===== config.mk =====
export PLATFORM = sky130hd
export DESIGN_NAME = homogeneous_vertex_transform_unit
export DESIGN_NICKNAME = d
export VERILOG_FILES = /design/src/hvt_pkg.sv /design/src/hvt_div.sv /design/src/homogeneous_vertex_transform_unit.sv
export SDC_FILE = /design/constraint.sdc
export NUM_CORES = 2
export LEC_CHECK = 0
export BUFFER_PORTS_ARGS = -buffer_cell sky130_fd_sc_hd__buf_2
export CAP_MARGIN = 5
export CORE_ASPECT_RATIO = 0.7
export CORE_MARGIN = 1
export CORE_UTILIZATION = 55
export CTS_BUF_LIST = sky130_fd_sc_hd__clkbuf_16
export DETAILED_ROUTE_END_ITERATION = 6
export GPL_TIMING_DRIVEN = 0
export PLACE_DENSITY_LB_ADDON = 0.15
export SYNTH_ARGS = -nofsm -noshare
export SYNTH_HDL_FRONTEND = slang
export SYNTH_SLANG_ARGS = --single-unit

===== constraint.sdc =====
create_clock -name clk -period 13.8 [get_ports clk]
set_input_delay 1.38 -clock clk [delete_from_list [all_inputs] [get_ports clk]]
set_output_delay 1.38 -clock clk [all_outputs]
set_load 0.01 [all_outputs]

===== src/hvt_pkg.sv =====
// Package for the homogeneous vertex transform unit: widths, codes, payload and state types.
package hvt_pkg;

  localparam int COORD_W = 32;
  localparam int FRAC_W  = 16;
  localparam int PROD_W  = 2 * COORD_W;
  localparam int TERM_W  = PROD_W - FRAC_W;
  // Three floored products of at most 2^46 plus one coefficient stay below 2^48.
  localparam int ACC_W   = 50;
  // Quotient bits kept by the divider before saturation.
  localparam int QUO_W   = COORD_W + 1;

  localparam logic OP_LOAD  = 1'b0;
  localparam logic OP_XFORM = 1'b1;

  localparam logic [COORD_W-1:0] COEF_ONE  = 32'h0001_0000;
  localparam logic [COORD_W-1:0] COORD_MAX = 32'h7FFF_FFFF;
  localparam logic [COORD_W-1:0] COORD_MIN = 32'h8000_0000;

  typedef struct packed {
    logic                      op;
    logic [3:0]                coef_index;
    logic signed [COORD_W-1:0] coef_value;
    logic signed [COORD_W-1:0] in_x;
    logic signed [COORD_W-1:0] in_y;
    logic signed [COORD_W-1:0] in_z;
  } hvt_req_t;

  typedef struct packed {
    logic signed [COORD_W-1:0] out_x;
    logic signed [COORD_W-1:0] out_y;
    logic signed [COORD_W-1:0] out_z;
    logic                      zero_w;
    logic                      overflow;
  } hvt_rsp_t;

  typedef enum logic [2:0] {
    ST_IDLE,
    ST_INIT,
    ST_MUL,
    ST_ACC,
    ST_CHECK,
    ST_DIV_GO,
    ST_DIV_WAIT,
    ST_OUT
  } hvt_state_t;

  typedef enum logic [1:0] {
    DV_IDLE,
    DV_PREP,
    DV_ITER,
    DV_DONE
  } hvt_div_state_t;

  // Identity matrix entry for a row*4+column position.
  function automatic logic [COORD_W-1:0] identity_coef(input logic [3:0] idx);
    return (idx[3:2] == idx[1:0]) ? COEF_ONE : '0;
  endfunction

endpackage


===== src/hvt_div.sv =====
// Restoring divider: signed (num * 2^16) / den, truncated toward zero and saturated to 32 bits.
module hvt_div (
  input  logic                               clk,
  input  logic                               rst,
  input  logic                               start,
  input  logic signed [hvt_pkg::ACC_W-1:0]   num,
  input  logic signed [hvt_pkg::ACC_W-1:0]   den,
  output logic                               done,
  output logic signed [hvt_pkg::COORD_W-1:0] quo,
  output logic                               ovf
);

  localparam int MAG_W = hvt_pkg::ACC_W;
  localparam int HI_SH = hvt_pkg::FRAC_W + 1;
  localparam int QW    = hvt_pkg::QUO_W;
  localparam int CW    = hvt_pkg::COORD_W;

  hvt_pkg::hvt_div_state_t state, state_next;

  logic             neg;
  logic             big;
  logic [MAG_W-1:0] n;
  logic [MAG_W-1:0] d;
  logic [MAG_W-1:0] r;
  logic [QW-1:0]    lo;
  logic [QW-1:0]    q;
  logic [5:0]       cnt;

  logic [MAG_W-1:0] n_hi;
  logic [MAG_W:0]   trial;
  logic             fits;
  logic             q_big_neg;
  logic             q_big_pos;

  // The top 33 dividend bits alone; if they already reach d the quotient is at least 2^33.
  assign n_hi  = {{HI_SH{1'b0}}, n[MAG_W-1:HI_SH]};
  assign trial = {r, lo[QW-1]};
  assign fits  = trial >= {1'b0, d};

  assign q_big_neg = q[QW-1] || (q[CW-1] && (|q[CW-2:0]));
  assign q_big_pos = q[QW-1] || q[CW-1];

  always_comb begin
    state_next = state;
    unique case (state)
      hvt_pkg::DV_IDLE: if (start) state_next = hvt_pkg::DV_PREP;
      hvt_pkg::DV_PREP: state_next = (n_hi >= d) ? hvt_pkg::DV_DONE : hvt_pkg::DV_ITER;
      hvt_pkg::DV_ITER: if (cnt == '0) state_next = hvt_pkg::DV_DONE;
      hvt_pkg::DV_DONE: state_next = hvt_pkg::DV_IDLE;
      default:          state_next = hvt_pkg::DV_IDLE;
    endcase
  end

  always_comb begin
    done = (state == hvt_pkg::DV_DONE);
    if (neg) begin
      ovf = big || q_big_neg;
      quo = ovf ? hvt_pkg::COORD_MIN : (~q[CW-1:0] + 32'd1);
    end else begin
      ovf = big || q_big_pos;
      quo = ovf ? hvt_pkg::COORD_MAX : q[CW-1:0];
    end
  end

  always_ff @(posedge clk) begin
    if (rst) begin
      state <= hvt_pkg::DV_IDLE;
    end else begin
      state <= state_next;
    end
  end

  always_ff @(posedge clk) begin
    unique case (state)
      hvt_pkg::DV_IDLE: begin
        if (start) begin
          neg <= num[MAG_W-1] ^ den[MAG_W-1];
          n   <= num[MAG_W-1] ? MAG_W'(-num) : MAG_W'(num);
          d   <= den[MAG_W-1] ? MAG_W'(-den) : MAG_W'(den);
        end
      end
      hvt_pkg::DV_PREP: begin
        big <= (n_hi >= d);
        r   <= n_hi;
        lo  <= {n[hvt_pkg::FRAC_W:0], {hvt_pkg::FRAC_W{1'b0}}};
        q   <= '0;
        cnt <= 6'(QW - 1);
      end
      hvt_pkg::DV_ITER: begin
        r   <= fits ? MAG_W'(trial - {1'b0, d}) : trial[MAG_W-1:0];
        q   <= {q[QW-2:0], fits};
        lo  <= {lo[QW-2:0], 1'b0};
        cnt <= cnt - 6'd1;
      end
      hvt_pkg::DV_DONE: begin
      end
      default: begin
      end
    endcase
  end

endmodule


===== src/homogeneous_vertex_transform_unit.sv =====
// Top level of the homogeneous 4x4 vertex transform unit with perspective divide.
//
//   channel | direction | handshake             | payload
//   req     | in        | req_valid / req_ready | hvt_pkg::hvt_req_t
//   rsp     | out       | rsp_valid / rsp_ready | hvt_pkg::hvt_rsp_t
//
// A load transaction gives no response.
// A transform runs twelve multiply-accumulates on the single 32x32 multiplier, then
// three runs of the one-bit-per-cycle restoring divider.
// A zero w skips the divider.
// Reset is synchronous and restores the identity matrix.
// The response register frees the datapath; a stalled response holds only the final step.
module homogeneous_vertex_transform_unit (
  input  logic              clk,
  input  logic              rst,
  input  logic              req_valid,
  output logic              req_ready,
  input  hvt_pkg::hvt_req_t req,
  output logic              rsp_valid,
  input  logic              rsp_ready,
  output hvt_pkg::hvt_rsp_t rsp
);

  localparam int CW = hvt_pkg::COORD_W;
  localparam int AW = hvt_pkg::ACC_W;

  hvt_pkg::hvt_state_t state, state_next;

  logic signed [CW-1:0]               mat [16];
  logic signed [CW-1:0]               vtx [3];
  logic signed [AW-1:0]               acc [4];
  logic signed [CW-1:0]               quo [3];
  logic signed [hvt_pkg::PROD_W-1:0]  prod;
  logic [1:0]                         col;
  logic [1:0]                         row;
  logic                               zero_flag;
  logic                               ovf_acc;

  logic                               req_fire;
  logic                               rsp_load;
  logic                               div_start;
  logic                               div_done;
  logic signed [CW-1:0]               div_quo;
  logic                               div_ovf;
  logic signed [AW-1:0]               term;
  logic signed [CW-1:0]               bias_coef;
  hvt_pkg::hvt_rsp_t                  rsp_next;

  assign req_fire  = req_valid && req_ready;
  assign term      = {{(AW - hvt_pkg::TERM_W){prod[hvt_pkg::PROD_W-1]}},
                      prod[hvt_pkg::PROD_W-1:hvt_pkg::FRAC_W]};
  assign bias_coef = mat[{2'd3, col}];

  hvt_div u_div (
    .clk   (clk),
    .rst   (rst),
    .start (div_start),
    .num   (acc[col]),
    .den   (acc[3]),
    .done  (div_done),
    .quo   (div_quo),
    .ovf   (div_ovf)
  );

  always_comb begin
    state_next = state;
    unique case (state)
      hvt_pkg::ST_IDLE: begin
        if (req_fire && req.op == hvt_pkg::OP_XFORM) state_next = hvt_pkg::ST_INIT;
      end
      hvt_pkg::ST_INIT: state_next = hvt_pkg::ST_MUL;
      hvt_pkg::ST_MUL:  state_next = hvt_pkg::ST_ACC;
      hvt_pkg::ST_ACC: begin
        if (row == 2'd2) begin
          state_next = (col == 2'd3) ? hvt_pkg::ST_CHECK : hvt_pkg::ST_INIT;
        end else begin
          state_next = hvt_pkg::ST_MUL;
        end
      end
      hvt_pkg::ST_CHECK: begin
        state_next = (acc[3] == '0) ? hvt_pkg::ST_OUT : hvt_pkg::ST_DIV_GO;
      end
      hvt_pkg::ST_DIV_GO: state_next = hvt_pkg::ST_DIV_WAIT;
      hvt_pkg::ST_DIV_WAIT: begin
        if (div_done) state_next = (col == 2'd2) ? hvt_pkg::ST_OUT : hvt_pkg::ST_DIV_GO;
      end
      hvt_pkg::ST_OUT: if (rsp_load) state_next = hvt_pkg::ST_IDLE;
      default: state_next = hvt_pkg::ST_IDLE;
    endcase
  end

  always_comb begin
    req_ready = (state == hvt_pkg::ST_IDLE);
    div_start = (state == hvt_pkg::ST_DIV_GO);
    rsp_load  = (state == hvt_pkg::ST_OUT) && (!rsp_valid || rsp_ready);
    if (zero_flag) begin
      rsp_next = '{out_x: '0, out_y: '0, out_z: '0, zero_w: 1'b1, overflow: 1'b0};
    end else begin
      rsp_next = '{out_x: quo[0], out_y: quo[1], out_z: quo[2], zero_w: 1'b0,
                   overflow: ovf_acc};
    end
  end

  always_ff @(posedge clk) begin
    if (rst) begin
      state     <= hvt_pkg::ST_IDLE;
      rsp_valid <= 1'b0;
    end else begin
      state <= state_next;
      if (rsp_load) begin
        rsp_valid <= 1'b1;
      end else if (rsp_ready) begin
        rsp_valid <= 1'b0;
      end
    end
  end

  always_ff @(posedge clk) begin
    if (rst) begin
      for (int i = 0; i < 16; i++) begin
        mat[i] <= hvt_pkg::identity_coef(4'(i));
      end
    end else if (req_fire && req.op == hvt_pkg::OP_LOAD) begin
      mat[req.coef_index] <= req.coef_value;
    end
  end

  always_ff @(posedge clk) begin
    unique case (state)
      hvt_pkg::ST_IDLE: begin
        if (req_fire) begin
          vtx[0] <= req.in_x;
          vtx[1] <= req.in_y;
          vtx[2] <= req.in_z;
          col    <= 2'd0;
          row    <= 2'd0;
        end
      end
      hvt_pkg::ST_INIT: begin
        // The constant 1 in the vertex adds the bottom row coefficient exactly.
        acc[col] <= {{(AW - CW){bias_coef[CW-1]}}, bias_coef};
        row      <= 2'd0;
      end
      hvt_pkg::ST_MUL: begin
        prod <= vtx[row] * mat[{row, col}];
      end
      hvt_pkg::ST_ACC: begin
        acc[col] <= acc[col] + term;
        if (row == 2'd2) begin
          row <= 2'd0;
          col <= col + 2'd1;
        end else begin
          row <= row + 2'd1;
        end
      end
      hvt_pkg::ST_CHECK: begin
        col       <= 2'd0;
        ovf_acc   <= 1'b0;
        zero_flag <= (acc[3] == '0);
      end
      hvt_pkg::ST_DIV_GO: begin
      end
      hvt_pkg::ST_DIV_WAIT: begin
        if (div_done) begin
          quo[col] <= div_quo;
          ovf_acc  <= ovf_acc | div_ovf;
          col      <= col + 2'd1;
        end
      end
      hvt_pkg::ST_OUT: begin
        if (rsp_load) rsp <= rsp_next;
      end
      default: begin
      end
    endcase
  end

endmodule


==> results.cfg <==
[floorplanning]
die_w_um = 498
die_area_mm2 = 0.174
core_mm2 = 0.171
die-height_um = 349
rows = 127
initial_utilization_pct = 55.4
ios = 237

[logic_synthesis]
async_flop_share_pct = 0
synth_nets = 9534
yosysTopAreaCell = edfxtp_1
synth_flop_cell = edfxtp_1
ys_ff_latch = 1274
synth_cell_type_count = 73
synth_edf_count = 1264
netlist_area_mm2 = 0.0948
ys_seq_area_share_pct = 40.2
syn-mean-instance-area_um2 = 11.9
synthCells = 7988
synth_top_cell_area_share_pct = 40.0
yosysWarningCount = 0
synthTopCellsByArea = edfxtp_1 40%, fa_1 23%, mux4_2 5.2%

[clocking]
h-tree-depth = 3
clk_latency_ns = 0.81
numClockSinks = 1274
clock_path_buffers = 3
cts_made_buffers = 119
postCtsSetupRepairBufs = 0
cts_tree = built
clockRootBuffer = clkbuf_16
holdBufCountCts = 0
cts.clk_slew.worst_paths_ns = 0.06

[detailed_routing]
drc_errors = 0
routedWlPerCell_um = 29.3
drt.antenna.violating_nets = 0
routed-via-count = 65400
initialDrtViolationCount = 8026
first_pass_iters = 6
vias_per_cell = 6.09
drt-total-wl_mm = 315

[sta]
relSlewSlack_pct = -3.79
rsz0062_at_grt = no
clock.fmax_ghz = 0.0731
finalCritPeriodShare_pct = 99.1
tightest_slew_ns = 1.55
holdWs_ns = 0.502
hold_violations = 0
setup_violations = 0
layout_min_cycle_time_ns = 13.68
slew_violations = 9
fin_skew_ns = 0.0886

[setup_path]
crit_type = reg -> reg
reg2reg_depth = 35
cp.required_ns = 14.29
worst_path_max_delay_cell = clkbuf_1
cp_common_cell = fa_1
critPathMaxStageDelay_ns = 0.94
cp-start-kind = flip-flop
crit_fanout = 10
endpoint_kind = flip-flop
cp.arrival_ns = 14.17

[min_path]
hold_depth = 1
hold_path.class = reg -> reg

[cells_and_area]
stdcell_area_mm2 = 0.103
mostFrequentLayoutCells = 1264 x edfxtp_1, 1109 x inv_1, 1082 x fa_1
final_common_cell = edfxtp_1
fin_util_pct = 60.3
nets = 9921
area_growth_pct = 9.00
drive_gt1_share_pct = 9.20

[place]
gp_routability_congestion = 1.08
place_area_mm2 = 0.0993
io_buffers = 236
hpwl_mm = 248

[grt]
grt_pass1_vias = 64200
busiest_layer = met1
grt_pass1_wl_mm = 450
antenna_found_initial = 25
grt_start_max_net_pins = 78
grtUsageMet2_pct = 49.5
gr-usage-met1_pct = 53.4
gr-total-overflow = 0
grt_use_met3_pct = 13.5
gr-usage-all-layers_pct = 36.4

[status]
violations = capacitance limit, slew limit
status = finished, violations left

[run]
cap_violations = 2
## worst paths after layout
path	startpoint	end	slack, ns
setup reg to reg	col[1]	prod[60]	0.12
setup / recovery	col[1]	prod[60]	0.12
hold reg to reg	quo[2][14]	rsp[16]	0.50
hold / removal	quo[2][14]	rsp[16]	0.50
## per-stage QoR
step,std cells,worst slack (ns),setup TNS (ns)
6_report,10700,0.123,0
3_5_place_dp,10500,-1.66,-30.39
2_1_floorplan,7988,3.28,0
5_1_grt,10700,0.00733,0
4_1_cts,10700,0.0979,0
3_3_place_gp,10500,-2.27,-51.68
## area by class of cell
class / count / area, um^2
clock buffer: 119 / 2980
antenna: 18 / 45.0
timing repair buffer: 267 / 1670
multi-input combinational: 5229 / 51200
buffer: 397 / 1540
fill: 13900 / 67900
inverter: 1087 / 4080
tap: 2257 / 2820
clock inverter: 96 / 867
sequential: 1274 / 38200
## logic make-up (layout without fill, tap and decap cells)
family	Yosys count	in the layout	share of synthesized area [%]
DFF	1274	1274	40.2
AOI/OAI and AO/OA	795	795	5.28
xor gates and xnor gates	243	243	2.24
other	0	18	0
adders and majority gates	1409	1409	27.2
muxes	352	352	6.65
buffers and inverters	1485	1966	5.89
and+or+nand+nor	2430	2430	12.5
## critical path: cells and delay by family, from the launching register on
family	cells	cell delay [ns]
adders and majority gates	9	4.43
and+or+nand+nor	4	0.81
muxes	2	0.69
xor gates and xnor gates	1	0.12
AOI/OAI and AO/OA	8	2.95
buffers and inverters	11	3.96
DFF	1	0.40
## layer usage
layer  part of all wire, %  wire, um  up-vias
met3                    14     44600      564
li1                      -         -    27300
met1                    42    132000    33400
met2                    40    127000     4090
met5                  0.10       321        -
met4                   3.8     12000       16
## cell usage after synthesis (10+ instances only)
cell      number
mux2i_1       95
edfxtp_1    1264
ha_1         326
inv_1       1086
a21oi_1      197
a211oi_1      13
o21a_1        52
or3_1         26
and2_1       614
or2_2         23
o311ai_0      29
nor2b_1      136
o31ai_1       33
or4_1         18
buf_1         50
nand4_1       31
dfxtp_1       10
o21ai_1       35
nand3_1       46
and3_1        17
nand2b_1      92
nor3_1        49
o211ai_1      10
mux4_2       219
o21ai_0      194
xor2_1        77
mux2_2        38
o41ai_1       13
o21bai_1      26
nor3b_1       11
fa_1        1083
xnor2_1      166
nand2_1      670
a21o_1       105
clkbuf_1     341
nor2_1       654
a31oi_1       23
nor4_1        16
## sequential cells by signal, indices dropped and copies added, names as in the netlist, 6 cells and up, named ones only
signal / cells
rsp: 98
u_div.lo: 17
u_div.q: 33
mat: 512
u_div.cnt: 6
acc: 200
prod: 48
u_div.d: 50
u_div.n: 50
quo: 96
u_div.r: 50
vtx: 96
## what timing repair did
| action | CTS | global route |
|---|---|---|
| gates cloned | 0 | 0 |
| resized for setup | 11 | 43 |
| hold endpoints to repair | 0 | 0 |
| endpoints found under the setup margin | 39 | 22 |
Power is not shown: default switching activity piles up to over one toggle a cycle in this logic, so the estimate is an artifact.
